[config.mk]
export PLATFORM = sky130hd
export DESIGN_NAME = fixed_block_pool_allocator_core
export DESIGN_NICKNAME = d
export VERILOG_FILES = /design/src/fbpa_pkg.sv /design/src/fbpa_div.sv /design/src/fbpa_ctrl.sv /design/src/fbpa_dpath.sv /design/src/fixed_block_pool_allocator_core.sv
export SDC_FILE = /design/constraint.sdc
export NUM_CORES = 2
export LEC_CHECK = 0
export ABC_AREA = 1
export BUFFER_PORTS_ARGS = -buffer_cell sky130_fd_sc_hd__buf_4
export CORE_UTILIZATION = 50
export CTS_BUF_LIST = sky130_fd_sc_hd__clkbuf_4 sky130_fd_sc_hd__clkbuf_8
export DETAILED_ROUTE_END_ITERATION = 16
export PLACE_DENSITY = 0.65
export SLEW_MARGIN = 20
export SYNTH_ARGS = -nofsm -noshare
export SYNTH_HDL_FRONTEND = slang
export SYNTH_HIERARCHICAL = 1
export SYNTH_SLANG_ARGS = --single-unit
[constraint.sdc]
create_clock -name i_clk -period 8.1 [get_ports i_clk]
set_input_delay 1.62 -clock i_clk [delete_from_list [all_inputs] [get_ports i_clk]]
set_output_delay 1.62 -clock i_clk [all_outputs]
set_load 0.02 [all_outputs]
[src/fbpa_pkg.sv]
// fbpa_pkg: shared types and constants of the fixed block pool allocator
// field widths, command and status codes, controller states, control/status structs
// no dependencies
`default_nettype none

package fbpa_pkg;

    // fixed field widths
    localparam int OFF_W       = 20;
    localparam int SIZE_W      = 13;
    localparam int CMD_W       = 2;
    localparam int STAT_W      = 3;
    localparam int LIMIT_W     = 5;
    localparam int CNT_OUT_W   = 9;
    localparam int CHK_OUT_W   = 5;
    localparam int CFG_IDX_W   = 1;

    // default geometry
    localparam int NODES_PER_CHUNK_DEF = 16;
    localparam int MAX_CHUNKS_DEF      = 16;

    // config register reset values
    localparam logic [SIZE_W-1:0]  NODE_BYTES_RST  = 13'd16;
    localparam logic [LIMIT_W-1:0] CHUNK_LIMIT_RST = 5'd16;

    // config register indexes
    localparam logic [CFG_IDX_W-1:0] CFG_NODE_BYTES  = 1'b0;
    localparam logic [CFG_IDX_W-1:0] CFG_CHUNK_LIMIT = 1'b1;

    typedef enum logic [CMD_W-1:0] {
        CMD_ALLOC = 2'd0,
        CMD_FREE  = 2'd1,
        CMD_CHECK = 2'd2,
        CMD_NONE  = 2'd3
    } t_cmd;

    typedef enum logic [STAT_W-1:0] {
        ST_OK        = 3'd0,
        ST_EXHAUSTED = 3'd1,
        ST_NOT_ALLOC = 3'd2,
        ST_RANGE     = 3'd3,
        ST_MISALIGN  = 3'd4
    } t_status;

    typedef enum logic [3:0] {
        S_CLEAR,
        S_IDLE,
        S_DECODE,
        S_RANGE,
        S_DIV,
        S_MAPRD,
        S_FREE,
        S_POPWAIT,
        S_MARK,
        S_DONE
    } t_state;

    // controller -> datapath
    typedef struct packed {
        logic    latch_in;
        logic    clr_step;
        logic    stack_pop;
        logic    pop_load;
        logic    alloc_fresh;
        logic    alloc_chunk;
        logic    range_load;
        logic    div_start;
        logic    idx_from_div;
        logic    mark;
        logic    free_commit;
        logic    set_status;
        t_status status_code;
        logic    load_out;
    } t_dp_cmd;

    // datapath -> controller
    typedef struct packed {
        logic clr_last;
        t_cmd cmd;
        logic stack_nonempty;
        logic fresh_ok;
        logic chunk_ok;
        logic out_of_range;
        logic div_done;
        logic misaligned;
        logic map_bit;
        logic out_free;
    } t_dp_stat;

endpackage

`default_nettype wire

[src/fbpa_div.sv]
// fbpa_div: restoring divider, one quotient bit per cycle
// divides the node offset by the node size; uses fbpa_pkg widths
`default_nettype none

module fbpa_div
    import fbpa_pkg::*;
(
    input  wire logic              i_clk,
    input  wire logic              i_rst_n,
    input  wire logic              i_start,
    input  wire logic [OFF_W-1:0]  i_dividend,
    input  wire logic [SIZE_W-1:0] i_divisor,
    output logic                   o_done,
    output logic [OFF_W-1:0]       o_quotient,
    output logic [SIZE_W-1:0]      o_remainder
);

    localparam int ITER_W = $clog2(OFF_W);
    localparam logic [ITER_W-1:0] LAST_ITER = ITER_W'(OFF_W - 1);

    logic              r_busy;
    logic              r_done;
    logic [ITER_W-1:0] r_cnt;
    logic [OFF_W-1:0]  r_quo;
    logic [SIZE_W-1:0] r_rem;
    logic [SIZE_W-1:0] r_dvs;

    logic [OFF_W-1:0]  n_quo;
    logic [SIZE_W-1:0] n_rem;
    logic [SIZE_W:0]   w_trial;
    logic [SIZE_W:0]   w_diff;

    always_comb begin
        w_trial = {r_rem, r_quo[OFF_W-1]};
        w_diff  = w_trial - {1'b0, r_dvs};
        if (w_trial >= {1'b0, r_dvs}) begin
            n_rem = w_diff[SIZE_W-1:0];
            n_quo = {r_quo[OFF_W-2:0], 1'b1};
        end else begin
            n_rem = w_trial[SIZE_W-1:0];
            n_quo = {r_quo[OFF_W-2:0], 1'b0};
        end
    end

    always_ff @(posedge i_clk) begin
        if (!i_rst_n) begin
            r_busy <= 1'b0;
            r_done <= 1'b0;
            r_cnt  <= '0;
        end else begin
            r_done <= 1'b0;
            if (i_start) begin
                r_busy <= 1'b1;
                r_cnt  <= '0;
            end else if (r_busy) begin
                r_cnt <= r_cnt + 1'b1;
                if (r_cnt == LAST_ITER) begin
                    r_busy <= 1'b0;
                    r_done <= 1'b1;
                end
            end
        end
    end

    always_ff @(posedge i_clk) begin
        if (i_start) begin
            r_quo <= i_dividend;
            r_rem <= '0;
            r_dvs <= i_divisor;
        end else if (r_busy) begin
            r_quo <= n_quo;
            r_rem <= n_rem;
        end
    end

    assign o_done      = r_done;
    assign o_quotient  = r_quo;
    assign o_remainder = r_rem;

    a_no_restart: assert property (@(posedge i_clk) disable iff (!i_rst_n)
        i_start |-> !r_busy)
        else $error("divider started while busy");

    a_rem_below: assert property (@(posedge i_clk) disable iff (!i_rst_n)
        r_done |-> (r_rem < r_dvs))
        else $error("divider remainder not below divisor");

endmodule

`default_nettype wire

[src/fbpa_ctrl.sv]
// fbpa_ctrl: sequencer of the pool allocator
// drives t_dp_cmd from state and t_dp_stat; uses fbpa_pkg
`default_nettype none

module fbpa_ctrl
    import fbpa_pkg::*;
(
    input  wire logic     i_clk,
    input  wire logic     i_rst_n,
    input  wire logic     i_in_valid,
    input  wire t_dp_stat i_stat,
    output t_dp_cmd       o_cmd,
    output logic          o_in_stall
);

    t_state r_state;
    t_state n_state;

    always_ff @(posedge i_clk) begin
        if (!i_rst_n) begin
            r_state <= S_CLEAR;
        end else begin
            r_state <= n_state;
        end
    end

    // next state
    always_comb begin
        n_state = r_state;
        case (r_state)
            S_CLEAR: begin
                if (i_stat.clr_last) n_state = S_IDLE;
            end
            S_IDLE: begin
                if (i_in_valid) n_state = S_DECODE;
            end
            S_DECODE: begin
                case (i_stat.cmd)
                    CMD_ALLOC: begin
                        if (i_stat.stack_nonempty)                    n_state = S_POPWAIT;
                        else if (i_stat.fresh_ok || i_stat.chunk_ok)  n_state = S_MARK;
                        else                                          n_state = S_DONE;
                    end
                    CMD_FREE, CMD_CHECK: n_state = S_RANGE;
                    default:             n_state = S_DONE;
                endcase
            end
            S_RANGE: begin
                n_state = i_stat.out_of_range ? S_DONE : S_DIV;
            end
            S_DIV: begin
                if (i_stat.div_done) begin
                    if (!i_stat.misaligned && i_stat.cmd == CMD_FREE) n_state = S_MAPRD;
                    else                                               n_state = S_DONE;
                end
            end
            S_MAPRD:   n_state = S_FREE;
            S_FREE:    n_state = S_DONE;
            S_POPWAIT: n_state = S_MARK;
            S_MARK:    n_state = S_DONE;
            S_DONE: begin
                if (i_stat.out_free) n_state = S_IDLE;
            end
            default:   n_state = S_CLEAR;
        endcase
    end

    // outputs
    always_comb begin
        o_cmd             = '0;
        o_cmd.status_code = ST_OK;
        case (r_state)
            S_CLEAR: o_cmd.clr_step = 1'b1;
            S_IDLE:  o_cmd.latch_in = i_in_valid;
            S_DECODE: begin
                case (i_stat.cmd)
                    CMD_ALLOC: begin
                        if (i_stat.stack_nonempty) begin
                            o_cmd.stack_pop = 1'b1;
                        end else if (i_stat.fresh_ok) begin
                            o_cmd.alloc_fresh = 1'b1;
                        end else if (i_stat.chunk_ok) begin
                            o_cmd.alloc_chunk = 1'b1;
                        end else begin
                            o_cmd.set_status  = 1'b1;
                            o_cmd.status_code = ST_EXHAUSTED;
                        end
                    end
                    CMD_FREE, CMD_CHECK: o_cmd.range_load = 1'b1;
                    default: ;
                endcase
            end
            S_RANGE: begin
                if (i_stat.out_of_range) begin
                    o_cmd.set_status  = 1'b1;
                    o_cmd.status_code = ST_RANGE;
                end else begin
                    o_cmd.div_start = 1'b1;
                end
            end
            S_DIV: begin
                if (i_stat.div_done) begin
                    if (i_stat.misaligned) begin
                        o_cmd.set_status  = 1'b1;
                        o_cmd.status_code = ST_MISALIGN;
                    end else if (i_stat.cmd == CMD_FREE) begin
                        o_cmd.idx_from_div = 1'b1;
                    end
                end
            end
            S_FREE: begin
                if (!i_stat.map_bit) begin
                    o_cmd.set_status  = 1'b1;
                    o_cmd.status_code = ST_NOT_ALLOC;
                end else begin
                    o_cmd.free_commit = 1'b1;
                end
            end
            S_POPWAIT: o_cmd.pop_load = 1'b1;
            S_MARK:    o_cmd.mark     = 1'b1;
            S_DONE:    o_cmd.load_out = i_stat.out_free;
            default: ;
        endcase
    end

    assign o_in_stall = (r_state != S_IDLE);

endmodule

`default_nettype wire

[src/fbpa_dpath.sv]
// fbpa_dpath: registers, allocated map, freed stack, divider and result register
// executes t_dp_cmd from fbpa_ctrl; uses fbpa_pkg and fbpa_div
`default_nettype none

module fbpa_dpath
    import fbpa_pkg::*;
#(
    parameter int NODES_PER_CHUNK = NODES_PER_CHUNK_DEF,
    parameter int MAX_CHUNKS      = MAX_CHUNKS_DEF
) (
    input  wire logic                  i_clk,
    input  wire logic                  i_rst_n,
    input  wire t_dp_cmd               i_ctl,
    output t_dp_stat                   o_stat,
    input  wire logic [CMD_W-1:0]      i_cmd,
    input  wire logic [OFF_W-1:0]      i_node_offset,
    input  wire logic                  i_cfg_we,
    input  wire logic [CFG_IDX_W-1:0]  i_cfg_index,
    input  wire logic [SIZE_W-1:0]     i_cfg_data,
    input  wire logic                  i_out_stall,
    output logic                       o_out_valid,
    output logic [STAT_W-1:0]          o_status,
    output logic [OFF_W-1:0]           o_granted_offset,
    output logic [CNT_OUT_W-1:0]       o_free_count,
    output logic [CNT_OUT_W-1:0]       o_allocated_count,
    output logic [CNT_OUT_W-1:0]       o_total_count,
    output logic [CHK_OUT_W-1:0]       o_chunks_in_use
);

    localparam int POOL_NODES = NODES_PER_CHUNK * MAX_CHUNKS;
    localparam int IDX_W  = (POOL_NODES > 1) ? $clog2(POOL_NODES) : 1;
    localparam int CNT_W  = $clog2(POOL_NODES + 1);
    localparam int CH_W   = $clog2(MAX_CHUNKS + 1);
    localparam int FR_W   = $clog2(NODES_PER_CHUNK + 1);
    localparam int LIM_W  = (CH_W > LIMIT_W) ? CH_W : LIMIT_W;
    localparam int GP_W   = (IDX_W + SIZE_W > OFF_W) ? IDX_W + SIZE_W : OFF_W;
    localparam int RP_W   = (CNT_W + SIZE_W > OFF_W) ? CNT_W + SIZE_W : OFF_W;
    localparam int CX_W   = CNT_W + CNT_OUT_W;
    localparam int HX_W   = CH_W + CHK_OUT_W;

    localparam logic [IDX_W-1:0] LAST_IDX   = IDX_W'(POOL_NODES - 1);
    localparam logic [CNT_W-1:0] POOL_CNT   = CNT_W'(POOL_NODES);
    localparam logic [CNT_W-1:0] NPC_CNT    = CNT_W'(NODES_PER_CHUNK);
    localparam logic [FR_W-1:0]  NPC_FR     = FR_W'(NODES_PER_CHUNK);
    localparam logic [CH_W-1:0]  MAX_CH     = CH_W'(MAX_CHUNKS);
    localparam logic [LIM_W-1:0] MAX_LIM    = LIM_W'(MAX_CHUNKS);

    // config
    logic [SIZE_W-1:0]  r_node_bytes;
    logic [LIMIT_W-1:0] r_chunk_limit;

    // per-item working registers
    t_cmd              r_cmd;
    logic [OFF_W-1:0]  r_off;
    t_status           r_status;
    logic [IDX_W-1:0]  r_idx;
    logic [RP_W-1:0]   r_range_prod;
    logic [OFF_W-1:0]  r_granted;

    // pool state
    logic [CNT_W-1:0]  r_depth;
    logic [CH_W-1:0]   r_chunks;
    logic [FR_W-1:0]   r_fresh;
    logic [CNT_W-1:0]  r_live;
    logic [IDX_W-1:0]  r_clr_addr;

    // memories
    logic              mem_map   [POOL_NODES];
    logic [IDX_W-1:0]  mem_stack [POOL_NODES];
    logic              r_map_rd;
    logic [IDX_W-1:0]  r_stack_rd;

    // result register
    logic                 r_out_valid;
    t_status              r_out_status;
    logic [OFF_W-1:0]     r_out_granted;
    logic [CNT_OUT_W-1:0] r_out_free;
    logic [CNT_OUT_W-1:0] r_out_live;
    logic [CNT_OUT_W-1:0] r_out_total;
    logic [CHK_OUT_W-1:0] r_out_chunks;

    logic [SIZE_W-1:0] w_size;
    logic [LIM_W-1:0]  w_eff_limit;
    logic [CNT_W-1:0]  w_total;
    logic [CNT_W-1:0]  w_free;
    logic [CNT_W-1:0]  w_fresh_full;
    logic [CNT_W-1:0]  w_depth_m1;
    logic [GP_W-1:0]   w_gprod;
    logic [RP_W-1:0]   w_rprod;
    logic [CX_W-1:0]   w_free_x;
    logic [CX_W-1:0]   w_live_x;
    logic [CX_W-1:0]   w_total_x;
    logic [HX_W-1:0]   w_chunks_x;
    logic [IDX_W-1:0]  w_map_addr;
    logic              w_map_we;
    logic              w_map_wdata;
    logic              w_push;
    logic              w_out_free;
    logic              w_div_done;
    logic [OFF_W-1:0]  w_quo;
    logic [SIZE_W-1:0] w_rem;

    always_comb begin
        w_size       = (r_node_bytes == '0) ? SIZE_W'(1) : r_node_bytes;
        w_eff_limit  = (LIM_W'(r_chunk_limit) > MAX_LIM) ? MAX_LIM : LIM_W'(r_chunk_limit);
        w_total      = CNT_W'(r_chunks) * NPC_CNT;
        w_free       = w_total - r_live;
        w_fresh_full = w_total - NPC_CNT + CNT_W'(r_fresh);
        w_depth_m1   = r_depth - 1'b1;
        w_gprod      = GP_W'(r_idx) * GP_W'(w_size);
        w_rprod      = RP_W'(w_total) * RP_W'(w_size);
        w_free_x     = CX_W'(w_free);
        w_live_x     = CX_W'(r_live);
        w_total_x    = CX_W'(w_total);
        w_chunks_x   = HX_W'(r_chunks);
        w_push       = i_ctl.free_commit && (r_depth < POOL_CNT);
        w_out_free   = !r_out_valid || !i_out_stall;
        w_map_addr   = i_ctl.clr_step ? r_clr_addr : r_idx;
        w_map_we     = i_ctl.clr_step || i_ctl.mark || i_ctl.free_commit;
        w_map_wdata  = i_ctl.mark;
    end

    // configuration writes
    always_ff @(posedge i_clk) begin
        if (!i_rst_n) begin
            r_node_bytes  <= NODE_BYTES_RST;
            r_chunk_limit <= CHUNK_LIMIT_RST;
        end else if (i_cfg_we) begin
            case (i_cfg_index)
                CFG_NODE_BYTES:  r_node_bytes  <= i_cfg_data;
                CFG_CHUNK_LIMIT: r_chunk_limit <= i_cfg_data[LIMIT_W-1:0];
                default: ;
            endcase
        end
    end

    // pool control state
    always_ff @(posedge i_clk) begin
        if (!i_rst_n) begin
            r_depth    <= '0;
            r_chunks   <= '0;
            r_fresh    <= '0;
            r_live     <= '0;
            r_clr_addr <= '0;
        end else begin
            if (i_ctl.clr_step) r_clr_addr <= r_clr_addr + 1'b1;
            if (i_ctl.stack_pop) r_depth <= w_depth_m1;
            if (w_push) r_depth <= r_depth + 1'b1;
            if (i_ctl.alloc_fresh) r_fresh <= r_fresh + 1'b1;
            if (i_ctl.alloc_chunk) begin
                r_chunks <= r_chunks + 1'b1;
                r_fresh  <= FR_W'(1);
            end
            if (i_ctl.mark) r_live <= r_live + 1'b1;
            if (i_ctl.free_commit && r_live != '0) r_live <= r_live - 1'b1;
        end
    end

    // per-item payload
    always_ff @(posedge i_clk) begin
        if (i_ctl.latch_in) begin
            r_cmd     <= t_cmd'(i_cmd);
            r_off     <= i_node_offset;
            r_status  <= ST_OK;
            r_granted <= '0;
        end
        if (i_ctl.set_status) r_status <= i_ctl.status_code;
        if (i_ctl.alloc_fresh) r_idx <= w_fresh_full[IDX_W-1:0];
        if (i_ctl.alloc_chunk) r_idx <= w_total[IDX_W-1:0];
        if (i_ctl.pop_load) r_idx <= r_stack_rd;
        if (i_ctl.idx_from_div) r_idx <= w_quo[IDX_W-1:0];
        if (i_ctl.range_load) r_range_prod <= w_rprod;
        if (i_ctl.mark) r_granted <= w_gprod[OFF_W-1:0];
    end

    // allocated map, one port
    always_ff @(posedge i_clk) begin
        if (w_map_we) mem_map[w_map_addr] <= w_map_wdata;
        r_map_rd <= mem_map[w_map_addr];
    end

    // freed stack
    always_ff @(posedge i_clk) begin
        if (w_push) mem_stack[r_depth[IDX_W-1:0]] <= r_idx;
        if (i_ctl.stack_pop) r_stack_rd <= mem_stack[w_depth_m1[IDX_W-1:0]];
    end

    fbpa_div u_div (
        .i_clk       (i_clk),
        .i_rst_n     (i_rst_n),
        .i_start     (i_ctl.div_start),
        .i_dividend  (r_off),
        .i_divisor   (w_size),
        .o_done      (w_div_done),
        .o_quotient  (w_quo),
        .o_remainder (w_rem)
    );

    // result register
    always_ff @(posedge i_clk) begin
        if (!i_rst_n) begin
            r_out_valid <= 1'b0;
        end else if (i_ctl.load_out) begin
            r_out_valid <= 1'b1;
        end else if (!i_out_stall) begin
            r_out_valid <= 1'b0;
        end
    end

    always_ff @(posedge i_clk) begin
        if (i_ctl.load_out) begin
            r_out_status  <= r_status;
            r_out_granted <= r_granted;
            r_out_free    <= w_free_x[CNT_OUT_W-1:0];
            r_out_live    <= w_live_x[CNT_OUT_W-1:0];
            r_out_total   <= w_total_x[CNT_OUT_W-1:0];
            r_out_chunks  <= w_chunks_x[CHK_OUT_W-1:0];
        end
    end

    always_comb begin
        o_stat.clr_last       = (r_clr_addr == LAST_IDX);
        o_stat.cmd            = r_cmd;
        o_stat.stack_nonempty = (r_depth != '0);
        o_stat.fresh_ok       = (r_chunks != '0) && (r_fresh < NPC_FR);
        o_stat.chunk_ok       = (LIM_W'(r_chunks) < w_eff_limit);
        o_stat.out_of_range   = (RP_W'(r_off) >= r_range_prod);
        o_stat.div_done       = w_div_done;
        o_stat.misaligned     = (w_rem != '0);
        o_stat.map_bit        = r_map_rd;
        o_stat.out_free       = w_out_free;
    end

    assign o_out_valid       = r_out_valid;
    assign o_status          = r_out_status;
    assign o_granted_offset  = r_out_granted;
    assign o_free_count      = r_out_free;
    assign o_allocated_count = r_out_live;
    assign o_total_count     = r_out_total;
    assign o_chunks_in_use   = r_out_chunks;

    a_live_le_total: assert property (@(posedge i_clk) disable iff (!i_rst_n)
        (CNT_W+1)'(r_depth) + (CNT_W+1)'(r_live) <= (CNT_W+1)'(w_total))
        else $error("stacked plus live nodes exceed pool");

    a_fresh_bound: assert property (@(posedge i_clk) disable iff (!i_rst_n)
        r_fresh <= NPC_FR)
        else $error("fresh pointer beyond chunk");

    a_chunks_bound: assert property (@(posedge i_clk) disable iff (!i_rst_n)
        r_chunks <= MAX_CH)
        else $error("chunk count beyond maximum");

endmodule

`default_nettype wire

[src/fixed_block_pool_allocator_core.sv]
// fixed_block_pool_allocator_core: top level of the fixed-size node pool allocator
// joins the fbpa_ctrl sequencer and the fbpa_dpath datapath; uses fbpa_pkg
// one item at a time, next accepted the cycle after its result loads; each passes
//   DECODE and DONE; alloc adds MARK for a fresh node and POPWAIT, MARK for a freed
//   node; free/check add RANGE, DIV unless out of range, MAPRD, FREE for aligned frees
// reset: synchronous; then a clearing pass over NODES_PER_CHUNK*MAX_CHUNKS entries
//   zeroes the allocated map, input held stalled meanwhile (config writes still taken)
`default_nettype none

module fixed_block_pool_allocator_core
    import fbpa_pkg::*;
#(
    parameter int NODES_PER_CHUNK = NODES_PER_CHUNK_DEF,
    parameter int MAX_CHUNKS      = MAX_CHUNKS_DEF
) (
    input  wire logic                  i_clk,
    input  wire logic                  i_rst_n,
    // configuration write port
    input  wire logic                  i_cfg_we,
    input  wire logic [CFG_IDX_W-1:0]  i_cfg_index,
    input  wire logic [SIZE_W-1:0]     i_cfg_data,
    // input item channel
    input  wire logic                  i_in_valid,
    output logic                       o_in_stall,
    input  wire logic [CMD_W-1:0]      i_cmd,
    input  wire logic [OFF_W-1:0]      i_node_offset,
    // result item channel
    output logic                       o_out_valid,
    input  wire logic                  i_out_stall,
    output logic [STAT_W-1:0]          o_status,
    output logic [OFF_W-1:0]           o_granted_offset,
    output logic [CNT_OUT_W-1:0]       o_free_count,
    output logic [CNT_OUT_W-1:0]       o_allocated_count,
    output logic [CNT_OUT_W-1:0]       o_total_count,
    output logic [CHK_OUT_W-1:0]       o_chunks_in_use
);

    // command and status buses between sequencer and datapath
    t_dp_cmd  w_cmd;
    t_dp_stat w_stat;

    // sequencer: clearing pass, decode, range check, divide, map update, result load
    fbpa_ctrl u_ctrl (
        .i_clk      (i_clk),
        .i_rst_n    (i_rst_n),
        .i_in_valid (i_in_valid),
        .i_stat     (w_stat),
        .o_cmd      (w_cmd),
        .o_in_stall (o_in_stall)
    );

    // datapath: pool counters, allocated map, LIFO of freed nodes,
    // divider and the output register that decouples the result side
    fbpa_dpath #(
        .NODES_PER_CHUNK (NODES_PER_CHUNK),
        .MAX_CHUNKS      (MAX_CHUNKS)
    ) u_dpath (
        .i_clk             (i_clk),
        .i_rst_n           (i_rst_n),
        .i_ctl             (w_cmd),
        .o_stat            (w_stat),
        .i_cmd             (i_cmd),
        .i_node_offset     (i_node_offset),
        .i_cfg_we          (i_cfg_we),
        .i_cfg_index       (i_cfg_index),
        .i_cfg_data        (i_cfg_data),
        .i_out_stall       (i_out_stall),
        .o_out_valid       (o_out_valid),
        .o_status          (o_status),
        .o_granted_offset  (o_granted_offset),
        .o_free_count      (o_free_count),
        .o_allocated_count (o_allocated_count),
        .o_total_count     (o_total_count),
        .o_chunks_in_use   (o_chunks_in_use)
    );

endmodule

`default_nettype wire

==> metrics.csv <==
metric,value,unit
first-pass GRT wire length,454000,um
worst path arrival time,6.11,ns
Non-Filler Instances,13145,
area of the mapped netlist,111000,um2
Root Driver,clkbuf_8,
die width,473,um
Setup crit start kind,register,
Clock Skew,0.109,ns
YS warnings,6,
post-CTS sizing,0,
GRT Residual Overflow,0,
reg-to-reg critical path endpoint,u_dpath/r_stack_rd[0],
Hold Crit Class,register to register,
final setup violation count,0,
TritonCTS clock tree,done,
kind of critical path,register to register,
Final Hold Vio Count,0,
relative slew slack,0.222,
# IOs,98,
wire length per cell,22.9,um
Reg area,75500,um2
drt initial violations,9712,
Final Power,25600,uW
Crit. End Element,register,
Syn Area/Cell,11.2,um2
share of layout cells above drive strength 1,0.0914,
Hold Startpoint,u_dpath/r_granted[13],
Post-synth top flop,edfxtp_1,
asr flop ratio synth,0,
leakage power figure,0.0426,uW
worst r2r src,u_dpath/r_depth[0],
R2R depth,13,
Highest Clock Rate,193,MHz
final period utilization,0.641,
fillers,18601,
CTS buffer count,420,
Synth top area share,0.667,
DR pass1 iterations,9,
largest net degree at the start of global routing,233,
minimum clock period,5.19,ns
via count,77064,
number of synthesized register bits,2541,
routability cong.,0.937,
Worst-Skew Late Latency,1.14,ns
Vias per Instance,5.86,
cell count after synthesis,9897,
status,"finished, final reports clean",
H-tree depth,5,
Die ar.,224000,um2
Critical Path Fanout Max,222,
Rows,172,
synth top area cells,"edfxtp_1, nand2_1, nor2_1",
post-synth top area cell,edfxtp_1,
hold path depth,0,
Die Span Y,473,um
Detail Placement HPWL,173000,um
Max Cap Viol,0,
ANT nets after route,0,
Worst-Margin Slew,1.16,ns
Placed Instances,12407,
initial core utilization,0.504,
register area share after synthesis,0.681,
TNS Setup,0,ns
area of the multi-input gates,30500,um2
nets@finish,10143,
clock-pin slew on the worst setup and hold paths,0.07,ns
vias in the first global route,73898,
reg2reg setup slack,2.91,ns
PwrDens,211,nW/um2
"EDFF count, synth",2461,
Buffers on Ports,93,
core area,220000,um2
clock tree buffer depth,4,
Routed Wire Length,301000,um
Total Routing Usage GR,0.265,
Peak VDD IR,0.000140,V
DRC Markers,0,
RSZ-0062 raised after global routing,false,
Post-CTS Setup Bufs,0,
initial antenna violation count,8,
P&R area growth vs syn,9.60,%
Hold Crit Endpoint,u_dpath/o_granted_offset[13],
cts hold-fix bufs,0,
"Slew Viols, Final",0,
"Data required, critical path",9.02,ns
CTS Sinks,2541,
post-synth cell types,59,
==> per-stage QoR <==
step	hold slack (ns)	util	worst slack [ns]	area, um2
6_report	0.411	0.552	2.91	122000
3_5_place_dp	0.405	0.516	3.08	113000
5_1_grt	0.425	0.552	2.66	122000
4_1_cts	0.416	0.552	3.08	121000
3_3_place_gp	0.405	0.516	2.97	113000
2_1_floorplan	0.400	-	0.770	111000
==> area by class of cell <==
type,instances,share of cell area
sequential,2541,0.621
multi-input combinational,6150,0.251
clock buffer,577,0.0581
tap,2958,0.0305
inverter,561,0.0177
timing repair buffer,198,0.0137
clock inverter,158,0.00760
antenna,2,0.0000412
==> where the power goes <==
group / leakage (uW) / switching [uW] / total, uW / internal, uW
sequential: 0.0209 / 26.0 / 14200 / 14200
clock: 0.00424 / 5020 / 10900 / 5860
combinational: 0.0175 / 344 / 519 / 174
==> how the worst max path moves through the flow <==
stage,depth (start not counted),from,slack (ns),endpoint
2_1_floorplan,19,u_dpath/r_idx[2],0.77,u_dpath/r_granted[19]
3_3_place_gp,21,u_dpath/r_idx[2],2.97,u_dpath/r_granted[17]
3_5_place_dp,21,u_dpath/r_idx[2],3.08,u_dpath/r_granted[19]
4_1_cts,21,u_dpath/r_idx[2],3.08,u_dpath/r_granted[19]
5_1_grt,21,u_dpath/r_idx[2],2.66,u_dpath/r_granted[19]
6_report,13,u_dpath/r_depth[0],2.91,u_dpath/r_stack_rd[0]
==> state kept, by name, summed over array words and instances, names as in the netlist, 8 cells and up <==
name	flops
u_dpath/r_clr_addr	8
u_dpath/u_div/o_quotient	20
u_dpath/r_range_prod	18
u_dpath/o_granted_offset	20
u_dpath/o_allocated_count	8
u_dpath/mem_stack	2048
u_dpath/o_free_count	9
u_dpath/r_idx	8
u_dpath/u_div/o_remainder	13
u_dpath/r_stack_rd	8
u_dpath/mem_map	256
u_dpath/r_depth	9
u_dpath/r_off	20
u_dpath/u_div/r_dvs	13
u_dpath/r_live	9
u_dpath/r_node_bytes	13
u_dpath/r_granted	20
==> synth_stat cells (2+ instances only) <==
cell type and instances:
a211oi_1 7, a21o_1 5, a21oi_1 194, a22oi_1 2, a31oi_1 6, buf_1 38
buf_2 216, buf_4 37, buf_6 13, clkbuf_1 343, clkinv_1 4, dfxtp_1 80
edfxtp_1 2461, fa_1 101, ha_1 129, inv_1 540, inv_2 16, nand2_1 1749
nand2_2 12, nand3_1 955, nand3_2 8, nand4_1 42, nor2_1 1441, nor2_2 10
nor2_4 5, nor3_1 22, nor3_2 3, nor3b_1 6, nor4_1 8, o2111ai_1 2
o211ai_1 9, o21a_1 5, o21ai_0 954, o21ai_1 14, o21ai_2 3, o21bai_1 3
o221ai_1 2, o22ai_1 386, o41ai_1 2, or2_2 3, xnor2_1 12, xor2_1 32
==> logic make-up after synthesis <==
logic type,after synthesis,share of synthesized area
compound gates,1602,0.0781
flops,2541,0.681
simple gates,4268,0.159
fa+ha+maj,230,0.0328
other cells,1,0.0000338
xor+xnor,46,0.00377
buf+inv,1209,0.0457
==> worst max-delay path: stages, from the launching register on <==
cell	delay (ns)
dfxtp_4	0.54
buf_4	0.82
buf_4	0.74
buf_12	0.68
o21ai_0	0.22
o22ai_1	0.28
nand2_1	0.09
nand3_1	0.17
nand3_1	0.17
nand3_1	0.15
nand3_1	0.33
nand2_1	0.28
nand2_1	0.08
nand2_1	0.12
==> cells in the final DEF, fill, tap and decap left out, drive strengths merged, types with 143 or more instances in the layout <==
master	instances
nand2	1761
clkinv	143
o21ai	972
clkbuf	577
o22ai	386
nand3	964
nor2	1456
inv	561
buf	198
edfxtp	2461
a21oi	196
==> routing by layer <==
layer,track usage,part of all wire
met1,0.378,0.41
met2,0.408,0.46
met3,0.0509,0.10
met4,0.0903,0.031
met5,0,0.000076
No activity file was read; power rests on OpenSTA's default activity.
